File: config.mk
export PLATFORM = sky130hd
export DESIGN_NAME = grce_ram
export DESIGN_NICKNAME = d
export VERILOG_FILES = /design/src/rtl/grce_ram.sv
export SDC_FILE = /design/constraint.sdc
export NUM_CORES = 2
export LEC_CHECK = 0
export BUFFER_PORTS_ARGS = -buffer_cell sky130_fd_sc_hd__buf_2
export CAP_MARGIN = 0
export CORE_MARGIN = 3
export CORE_UTILIZATION = 37
export CTS_CLUSTER_SIZE = 25
export DETAILED_ROUTE_END_ITERATION = 16
export SETUP_SLACK_MARGIN = 0.15
export SYNTH_ARGS = -nofsm -noshare
export SYNTH_HDL_FRONTEND = slang
export SYNTH_SLANG_ARGS = --single-unit
File: constraint.sdc
create_clock -name clock -period 2.5 [get_ports clock]
set_input_delay 0.25 -clock clock [delete_from_list [all_inputs] [get_ports clock]]
set_output_delay 0.25 -clock clock [all_outputs]
set_load 0.02 [all_outputs]
File: src/rtl/grce_ram.sv
// Generic single-port RAM with registered read.
module grce_ram #(
   parameter int WIDTH = 8,
   parameter int DEPTH = 256
) (
   input  logic                     clock,
   input  logic                     wr_en,
   input  logic [$clog2(DEPTH)-1:0] addr,
   input  logic [WIDTH-1:0]         wr_data,
   output logic [WIDTH-1:0]         rd_data
);

   logic [WIDTH-1:0] mem [DEPTH];

   always_ff @(posedge clock) begin
      if (wr_en) begin
         mem[addr] <= wr_data;
      end
      rd_data <= mem[addr];
   end

endmodule

* Word level (Yosys, flattened, before mapping)
Memories as Yosys holds them, arrays and structs flattened. A register that Yosys moved wholly into a read port is not among the register bits. Cells that the tools add are included.
Cells by class: multiplexer cells 2
Operators with widths (count):
- two-way mux 1 bit | 2
Word-level totals: input port bits 18, memory bits (writable) 2048, register bits after elaboration 0, memories 1
Memory list:
- mem | words 256, width 8, read ports 1, clocked after memory_dff 1, wr ports 1, line 13 | logic [WIDTH-1:0] mem [DEPTH];

* Depth between registers and ports, before layout
depth in word-level cells 2, mapped depth 10, depth with buffers taken out 5

* Least setup slack after synthesis
No wires, ideal clock.
path kind input -> register, from in addr[1], to mem mem[111][0] (enable), path slack 0.031 ns, stages on the path 9, buffers on the path 5, arrival time 2.099 ns, cells stage by stage buf_2 clkbuf_1 clkbuf_1 nand2_1 buf_2 nor2_1 nand2_1 clkbuf_1 nor2_1
RTL lines:
- start: declaration | line 8 | input logic [$clog2(DEPTH)-1:0] addr,
- end: declaration | line 13
No word-level cell before the write port.

==> impl_results.md <==
- Status: finished clean
- Critical path class: flip-flop to flip-flop
- First-pass detailed-route iteration total: 5
- Synth Area in Simple Gates: 1.73%
- Util after Layout: 45.1%
- Largest net degree at the start of global routing: 117
- Die ar.: 0.218 sq mm
- Fillers: 17,600
- Minimum clock period: 2.36 ns
- Post-synth top cells: 2,048 x edfxtp_1, 512 x mux4_2, 256 x a22oi_1, 232 x nor2_1, 145 x clkbuf_1
- Cell-internal power: 57.6 mW
- 1st-iter DRT viols: 4,249
- Post-synthesis mux area share: 14.7%
- Final hold violations: 0
- Worst-skew pair later-pin latency: 0.84 ns
- Post-Synthesis Cells: 3,547
- Setup-failing EPs final: 0
- Sw power: 15.4 mW
- Gpl congestion: 0.822
- CTS tree: yes
- Yosys reg bits: 2,056
- Clock buffer depth: 3
- Rows: 168
- Hold_ws: 0.110 ns
- Die Ht: 467 um
- Initial Utilization: 37.3%
- Vias per Instance: 5.44
- Global Route Usage Sum: 18.3%
- Critical Path Slowest Stage Cell: o41ai_4
- DR WL/cell: 27.6 um
- # DRC: 0
- Cells after DPL: 6,795
- Data required, critical path: 3.18 ns
- Mapped Area: 0.0785 sq mm
- Ys Warns: 0
- Critical Path AT: 3.05 ns
- Setup crit end kind: flip-flop
- Clk slew on worst S/H paths: 0.06 ns
- Largest family of logic cells by synthesized area: multiplexers
- Congestion Overflow GR: 0
- Clock group share of total power: 42.7%
- Final nets: 4,224
- Combinational Power Share: 5.1%
- Hold crit path type: primary input to flip-flop
- Net Count, Synth: 3,565
- Worst Tran Pin Value: 0.767 ns
- Post-synthesis adder-cell area fraction: 0%
- Most common cell in the synthesized netlist: edfxtp_1
- Post-synthesis compound-gate area fraction: 3.62%
- CP cell instances: mux4_2 -> a22oi_1 -> a21oi_1 -> o41ai_4 -> buf_4 -> nand4_1
- Post CTS Setup Buffer Count: 0
- FF+latch area: 0.0617 sq mm
- MaxCap Viol Count: 0
- Multi-input logic area: 0.0161 sq mm
- Drt total wl: 199,000 um
- Sw frac: 21.1%
- Slew margin rel.: 48.7%
- Skew final: 0.0476 ns
- CTS H-tree depth: 4
- Top FF cell, synth: edfxtp_1
- XOR/XNOR share of the synthesized area: 0%
- Final std cells w/o fill: 7,192
- Max Fclk: 423 MHz
- Area growth, synth to finish: 20.8%
- CP max stage delay: 0.53 ns
- Die extent in x: 467 um
- Cell leakage power: 30.0 nW
- Mean Syn Cell Area: 22.1 sq um
- Fin crit share: 94.5%
- Startpoint class of the critical path: flip-flop
- Family with the most delay on the worst path: compound AO/OA/AOI/OAI gates
- Port Buffers: 25
- Clock root buffer master: clkbuf_16
- Clk sinks: 2,056
- Post-synthesis sequential area ratio: 78.6%
- First-pass GRT wire length: 290,000 um
- Buffers plus inverters on the worst setup path: 1
- Synth area leader: edfxtp_1
- IO Count: 26
- Setup_tns: 0 ns
- Core area: 0.210 sq mm
- Number of global-route vias before repair: 40,400
- Vias: 39,100
- Pwr Density: 770 mW/mm^2
- Antenna violations before repair: 8
- Maximum vdd drop: 0.636 mV
- Post-synth top area share: 78.3%
- Dpl hpwl: 126,000 um
- Synth area leaders: edfxtp_1 78%, mux4_2 15%, a22oi_1 2.4%
- Crit path max fanout: 1
- Post-synthesis async set-or-reset flop share: 0%
- RSZ-0062 raised after global routing: yes
- CTS Buf Count: 206
- Slew Limit Fails: 0
- Reg power frac: 52.2%
- Synth cell types: 22
- Routed Antenna Nets: 0
- Post-synth EDFFs: 2,048
- Ratio of cells with drive above 1 in the final layout: 36.0%
==> metrics by stage <==
stage | cell area (sq um) | setup slack (ns) | total power [mW]
2_1_floorplan | 78600 | 0.0313 | 40.5
3_3_place_gp | 87600 | -0.830 | 42.5
3_5_place_dp | 87600 | -0.892 | 42.5
4_1_cts | 94700 | 0.0681 | 73.6
5_1_grt | 94800 | 0.137 | 75.2
6_report | 94800 | 0.138 | 73.0
==> cell families after synthesis <==
kind of cell / Yosys count
compound gates: 416
buf+inv: 233
flops: 2056
mux: 512
simple gates: 330
==> state kept, by name (all words and copies together), names as in the netlist <==
register,flops
rd_data,8
mem,2048
==> cell usage in the layout, fill, tap and decap left out, types with 10 or more instances in the layout <==
cell | netlist | final
a21oi_1 | 128 | 125
a22oi_1 | 256 | 249
buf_12 | 0 | 113
buf_2 | 36 | 15
buf_4 | 16 | 537
buf_8 | 0 | 10
bufinv_16 | 0 | 26
clkbuf_1 | 145 | 39
clkbuf_16 | 0 | 208
clkinv_1 | 0 | 42
clkinv_2 | 0 | 46
edfxtp_1 | 2048 | 2048
mux4_2 | 512 | 512
nand2_1 | 28 | 28
nor2_1 | 232 | 184
nor2_2 | 0 | 47
nor3_1 | 30 | 30
o41ai_1 | 32 | 15
o41ai_2 | 0 | 12
==> final cells by class <==
class                   instances  area share, %
flip-flops and latches       2056           65.0
multi-input cells            1258           17.0
repair buffers                683           6.96
clock buffers                 250           5.69
well taps                    2805           3.70
clock inverters               135           1.57
diodes                          4         0.0106
inverters                       1        0.00396
==> metal layers <==
metal	vias up	track usage, %	share of wire (%)
li1	16500	-	-
met1	20900	25.6	41
met2	1430	29.3	49
met3	311	3.55	7.4
met4	6	5.16	2.5
met5	-	0	0.020
==> timing repair <==
item                       4_1_cts  5_1_grt
setup endpoints to repair        6        6
pin swaps                        1        4
hold endpoints to repair       367        0
resized for setup               25        7
hold buffers                     8        0
==> power groups by stage <==
stage | sequential, mW | clock (mW) | combinational, mW
2_1_floorplan | 38.8 | 0 | 1.69
3_3_place_gp | 38.8 | 0 | 3.69
3_5_place_dp | 38.8 | 0 | 3.73
4_1_cts | 38.1 | 31.8 | 3.77
5_1_grt | 38.0 | 33.2 | 3.95
6_report | 38.1 | 31.2 | 3.72
==> worst paths after layout <==
path	depth (start not counted)	slack, ns	end	start
max	6	0.14	rd_data[2]	mem[122][2]
min	5	0.11	rd_data[1]	addr[6]
max reg2reg	6	0.14	rd_data[2]	mem[122][2]
min reg2reg	5	1.03	rd_data[1]	mem[132][1]
==> worst register-to-register path: stages (launching register included) <==
cell and delay [ns]:
edfxtp_1 0.37, mux4_2 0.50, a22oi_1 0.31, a21oi_1 0.21
o41ai_4 0.53, buf_4 0.21, nand4_1 0.09
(Power assumes the default switching activity.)
