[config.mk]
export PLATFORM = sky130hd
export DESIGN_NAME = grce_walk
export DESIGN_NICKNAME = d
export VERILOG_FILES = /design/src/rtl/grce_pkg.sv /design/src/rtl/grce_walk.sv
export SDC_FILE = /design/constraint.sdc
export NUM_CORES = 1
export LEC_CHECK = 0
export ABC_CLOCK_PERIOD_IN_PS = 10100
export BUFFER_PORTS_ARGS = -buffer_cell sky130_fd_sc_hd__buf_2
export CORE_AREA = 2 2 130 132
export DETAILED_ROUTE_END_ITERATION = 12
export DIE_AREA = 0 0 132 134
export GPL_ROUTABILITY_DRIVEN = 0
export GPL_TIMING_DRIVEN = 0
export MAX_ROUTING_LAYER = met4
export PLACE_DENSITY = 0.66
export SYNTH_ARGS = -nofsm -noshare
export SYNTH_HDL_FRONTEND = slang
export SYNTH_SLANG_ARGS = --single-unit
[constraint.sdc]
create_clock -name clock -period 10.1 [get_ports clock]
set_input_delay 2.02 -clock clock [delete_from_list [all_inputs] [get_ports clock]]
set_output_delay 2.02 -clock clock [all_outputs]
set_load 0.05 [all_outputs]
[src/rtl/grce_pkg.sv]
// Shared types, constants and helper functions of the grid ray clear engine.
package grce_pkg;

   localparam int MAP_WIDTH  = 512;
   localparam int MAP_HEIGHT = 512;

   localparam int COORD_W = 9;
   localparam int COST_W  = 8;
   localparam int COUNT_W = 9;
   localparam int ERR_W   = COORD_W + 3;

   localparam int CELLS  = MAP_WIDTH * MAP_HEIGHT;
   localparam int ADDR_W = $clog2(CELLS);
   localparam int MW_W   = $clog2(MAP_WIDTH) + 1;
   localparam int LIN_W  = ADDR_W + COORD_W + MW_W;

   localparam logic [ADDR_W-1:0] SWEEP_LAST      = ADDR_W'(CELLS - 1);
   localparam logic [COST_W-1:0] OUT_OF_MAP_COST = COST_W'(255);
   localparam logic [COST_W-1:0] FREE_COST       = COST_W'(0);

   typedef enum logic [1:0] {
      CMD_RAY       = 2'd0,
      CMD_WRITE     = 2'd1,
      CMD_READ      = 2'd2,
      CMD_CLEAR_ALL = 2'd3
   } cmd_type;

   typedef struct packed {
      logic [COORD_W-1:0] x0;
      logic [COORD_W-1:0] y0;
      logic [COORD_W-1:0] x1;
      logic [COORD_W-1:0] y1;
   } walk_load_type;

   typedef struct packed {
      logic [COORD_W-1:0] x;
      logic [COORD_W-1:0] y;
      logic               at_end;
      logic               next_is_end;
   } walk_stat_type;

   function automatic logic in_map(logic [COORD_W-1:0] x, logic [COORD_W-1:0] y);
      return (int'(x) < MAP_WIDTH) && (int'(y) < MAP_HEIGHT);
   endfunction

   function automatic logic [ADDR_W-1:0] cell_addr(logic [COORD_W-1:0] x,
                                                   logic [COORD_W-1:0] y);
      logic [LIN_W-1:0] lin;
      lin = LIN_W'(y) * LIN_W'(MAP_WIDTH) + LIN_W'(x);
      return lin[ADDR_W-1:0];
   endfunction

endpackage

[src/rtl/grce_walk.sv]
// Bresenham line stepper: holds the current cell and error term, one cell a step.
module grce_walk (
   input  logic                    clock,
   input  logic                    load,
   input  grce_pkg::walk_load_type load_data,
   input  logic                    step,
   output grce_pkg::walk_stat_type stat
);
   import grce_pkg::*;

   localparam int E2_W = ERR_W + 1;

   logic [COORD_W-1:0]      x_ff, y_ff, x1_ff, y1_ff, dx_ff, dy_ff;
   logic                    sx_neg_ff, sy_neg_ff;
   logic signed [ERR_W-1:0] err_ff;

   logic [COORD_W-1:0]      dx_ld, dy_ld;
   logic signed [ERR_W-1:0] err_ld;
   logic signed [E2_W-1:0]  e2, dx_e, dy_e;
   logic                    mv_x, mv_y;
   logic signed [ERR_W-1:0] err_in;
   logic [COORD_W-1:0]      x_in, y_in;

   always_comb begin
      dx_ld = (load_data.x1 >= load_data.x0) ? load_data.x1 - load_data.x0
                                             : load_data.x0 - load_data.x1;
      dy_ld = (load_data.y1 >= load_data.y0) ? load_data.y1 - load_data.y0
                                             : load_data.y0 - load_data.y1;
      err_ld = $signed(ERR_W'(dx_ld)) - $signed(ERR_W'(dy_ld));

      e2   = {err_ff, 1'b0};
      dx_e = $signed(E2_W'(dx_ff));
      dy_e = $signed(E2_W'(dy_ff));
      mv_x = e2 > -dy_e;
      mv_y = e2 < dx_e;

      err_in = err_ff - (mv_x ? $signed(ERR_W'(dy_ff)) : '0)
                      + (mv_y ? $signed(ERR_W'(dx_ff)) : '0);
      x_in = x_ff;
      if (mv_x) begin
         x_in = sx_neg_ff ? x_ff - COORD_W'(1) : x_ff + COORD_W'(1);
      end
      y_in = y_ff;
      if (mv_y) begin
         y_in = sy_neg_ff ? y_ff - COORD_W'(1) : y_ff + COORD_W'(1);
      end

      stat.x           = x_ff;
      stat.y           = y_ff;
      stat.at_end      = (x_ff == x1_ff) && (y_ff == y1_ff);
      stat.next_is_end = (x_in == x1_ff) && (y_in == y1_ff);
   end

   always_ff @(posedge clock) begin
      if (load) begin
         x_ff      <= load_data.x0;
         y_ff      <= load_data.y0;
         x1_ff     <= load_data.x1;
         y1_ff     <= load_data.y1;
         dx_ff     <= dx_ld;
         dy_ff     <= dy_ld;
         sx_neg_ff <= !(load_data.x0 < load_data.x1);
         sy_neg_ff <= !(load_data.y0 < load_data.y1);
         err_ff    <= err_ld;
      end else if (step) begin
         x_ff   <= x_in;
         y_ff   <= y_in;
         err_ff <= err_in;
      end
   end

endmodule
Yosys cells after proc, flatten, opt, wreduce, memory -nomap -nowiden:

Index checks and enable logic that the tools add are counted.

* register bits after elaboration: 68
* bits in latches: 0
* RAM bits: 0
* bits in read-only memories: 0
* bits of input ports: 39
* output and inout bits: 20
* word-level logic and storage cells: 50
* memories kept: 0

* add/subtract/negate cells: 12
* multiply operators: 0
* divide/modulo/power cells: 0
* magnitude comparators: 6
* eq/ne operators: 4
* shift operators: 0
* mux-type cells: 14
* bitwise gates (word level): 0
* reductions and logical operators: 5

Operator list (count)
* 2-to-1 mux 9 bit: 12
* == test 9 bit: 4
* subtractor 9 bit: 4
* 2-to-1 mux 12 bit: 2
* adder 9 x 1 -> 9 bit, second input constant: 2
* greater-or-equal comparator 9 bit: 2
* less-than comparator 9 bit: 2
* subtractor 9 x 1 -> 9 bit, second input constant: 2
* greater-than comparator 13 bit: 1
* less-than comparator 13 x 10 -> 1 bit: 1
* negator 9 -> 13 bit: 1
* adder 12 x 9 -> 12 bit: 1
* subtractor 12 x 9 -> 12 bit: 1
* subtractor 9 x 9 -> 10 bit: 1
* logical AND 1 bit: 2
* zero test 1 bit: 2
* nonzero test 2 bit: 1

Longest topological paths before layout:

* depth after elaboration: 7
* mapped depth: 26
* mapped depth without buffers: 25

Worst setup path after synthesis:

OpenSTA, ideal clock, no wires.

* path kind: flip-flop to output port
* start point: reg dy_ff[4]
* end point: out stat[0] (netlist name)
* arrival: 3.840 ns
* data required time: 8.080 ns
* path slack: 4.240 ns
* stages on the path, launching flop included: 16
* path buffers: 1
* cells stage by stage: edfxtp_1 > nor4_1 > nand2_1 > nor3_1 > xor2_1 > ha_1 > nand2_1 > nor3_1 > nand2_1 > o211a_1 > a221oi_2 > buf_2 > nand3_1 > nand3_1 > nand4_1 > nor4_2

RTL lines
* from (decl): line grce_walk.sv:13 `logic [COORD_W-1:0] x_ff, y_ff, x1_ff, y1_ff, dx_ff, dy_ff;`
* from (signal assigned): line grce_walk.sv:61 `dy_ff <= dy_ld;`
* to (decl): line grce_walk.sv:7 `output grce_pkg::walk_stat_type stat`

==> flow_summary.ini <==
[outcome]
status = finished, final reports clean

[sta]
worst_slew_pin_slew_ps = 985.1
slew_headroom_pct = 34.33
fin_crit_ps = 6600
hold_violations = 0
fin_setup_tns_ps = 0
slew_violations = 0
grt_setup_unrepaired = false
setup_viol = 0
timing.final.crit_share_pct = 65.35
skew_ps = 6.882
max_freq_mhz = 151.5
setup_ws_ps = 3500

[cts]
clkTransAtPathRegs_ps = 60
htreeDepth = 3
cts_resized = 0
clkSinkCount = 68
cts-root-buf = clkbuf_16
cts_setup_buffers = 0
clk_latency_ps = 340
cts-buffers-inserted = 9
cts_tree = done
hold_buffers = 0
clk_path_buf_depth = 2

[grt]
grt_max_degree = 40
grt_pass1_wl_um = 28550
grt_pass1_vias = 5576
antenna_found_initial = 0
grt_overflow = 0
track_usage_pct = 21.21

[power]
powerDensity_nw_per_um2 = 314.4
p_leak_uw = 0.003717
p_switching_uw = 1192
swShare_pct = 47.55
pwr-share-comb_pct = 67.2
seqPwrFrac_pct = 21.4
power.share.clock_pct = 11.5
p_int_uw = 1314
ir_drop_mv = 0.1619

[flow_run]
maxCapViolCount = 0

[cells_and_area]
n_antenna_cell = 0
multiInputGateArea_um2 = 4606
drive_above_1_share_pct = 11.70
seq_area_um2 = 2042
fillers = 1556
area_growth_pct = 11.56
final_nets = 989

[critical_path]
r2r_end = err_ff[10]
critPathArrivalTime_ps = 4580
cp_max_fo = 10
r2r_slack_ps = 4010
cp-start-kind = register
r2r-start = dy_ff[4]
endpoint_kind = primary output
r2r_cells = 24
crit_required_ps = 8080
critPathKind = reg -> out

[detailed_routing]
first_iter_violations = 350
dr.pass1.iters = 5
finalWirelength_um = 17670
ant_nets = 0
vias = 5697
drc = 0
via_per_inst = 5.344
avgRoutedWirePerCell_um = 16.57

[placement]
io_buffers = 58
place_hpwl_um = 14020
post-place-ws_ps = 3719

[yosys]
synth_edf_count = 68
yosys_warnings = 0
synthFlopType = edfxtp_1
synth_common_cells = 112 x inv_1, 93 x ha_1, 68 x edfxtp_1
synth_most_common_cell = inv_1
ys_types = 66
yosysTopAreaCell = edfxtp_1
synth_seq_cells = 68
synthesis.instances = 772
syn_nets = 920
syn_area_per_cell_um2 = 9.256
synthArstFlopShare_pct = 0
synth_area_leaders = edfxtp_1 29%, ha_1 16%, inv_1 5.9%
ys_seq_area_share_pct = 28.58
synth_area_um2 = 7146
synth_top_area_share_pct = 28.58

[floorplanning]
core-area_um2 = 16290
die_h_um = 134
fp.dieW_um = 132
row_count = 47
start_util_pct = 43.87
dieArea_um2 = 17690
ios = 59

[worst_hold_path]
whs_endpoint = y_ff[8]
hp-class = reg -> reg
min_from = y_ff[8]
hold_depth = 2
-- power groups by stage --
stage | logic, uW | clock network (uW) | registers (uW)
CTS | 1680 | 291 | 535
global placement | 1640 | 0 | 540
detailed placement | 1660 | 0 | 541
global route | 1900 | 302 | 549
finish | 1680 | 288 | 535
floorplan | 1250 | 0 | 606
-- layer usage --
layer | wire [um] | GRT usage (%) | share of wire [%]
met4 | 365 | 6.522 | 2.1
met1 | 8169 | 26.69 | 46
met3 | 754 | 3.666 | 4.3
met5 | 0 | - | 0
met2 | 8379 | 35.04 | 47
-- logic make-up after synthesis --
| family | count (synthesis) | share of synthesized area [%] |
|---|---|---|
| fa+ha+maj | 109 | 20.77 |
| compound gates | 168 | 15.83 |
| xor+xnor | 82 | 10.05 |
| simple gates | 178 | 12.36 |
| mux | 38 | 5.446 |
| buf+inv | 129 | 6.969 |
| flops | 68 | 28.58 |
-- worst max path at each step --
stage                             start  cells after the start         to
after floorplan                dy_ff[4]                     15    stat[0]
after global placement    load_data[10]                     21  err_ff[8]
after detailed placement  load_data[10]                     21  err_ff[8]
after CTS                      dy_ff[4]                     16    stat[0]
after global routing           dy_ff[4]                     16    stat[0]
final                          dy_ff[4]                     16    stat[0]
-- sequential cells by signal, summed over array words and instances (netlist names) --
| name | count |
|---|---|
| dx_ff | 9 |
| dy_ff | 9 |
| err_ff | 12 |
| sx_neg_ff | 1 |
| sy_neg_ff | 1 |
| x1_ff | 9 |
| x_ff | 9 |
| y1_ff | 9 |
| y_ff | 9 |
-- critical path, cell delays in order (launching register included) --
cell and delay, ps:
edfxtp_1 460, nor4_1 380, nand2_1 190, nor3_1 210
xor2_1 100, ha_1 300, nand2_1 60, nor3_1 240
nand2_1 80, o211a_1 130, a221oi_2 690, buf_2 420
nand3_1 110, nand3_1 90, nand4_1 130, nor4_2 320
buf_2 320
-- stage by stage --
step	instances	power [uW]	util (%)	instance area [um^2]	hold WS [ps]
after floorplan	772	1852	-	7146	732.3
after global placement	1050	2179	47.34	7711	706.2
after detailed placement	1050	2204	47.34	7711	719.4
after CTS	1066	2508	48.94	7971	738.3
after global routing	1066	2748	48.94	7971	794.7
final	1066	2506	48.94	7971	728.7
-- cells in the final DEF, fill, tap and decap left out, drive strengths merged, types with 11 or more instances in the layout --
cell type,count
fa,16
xor2,34
mux2i,31
xnor2,48
nand2,56
nor2b,13
inv,112
and2,13
ha,93
clkbuf,20
o21ai,42
nor2,39
edfxtp,68
a21oi,48
nor3,11
a21o,17
buf,65
-- layout make-up --
type | count | area share, %
plain buffers | 17 | 0.9732
clock buffers | 10 | 2.872
clock inverters | 6 | 0.3924
inverters | 112 | 5.274
multi-input cells | 575 | 57.78
flip-flops and latches | 68 | 25.62
well taps | 220 | 3.453
repair buffers | 58 | 3.641
No activity file was read; power rests on OpenSTA's default activity.
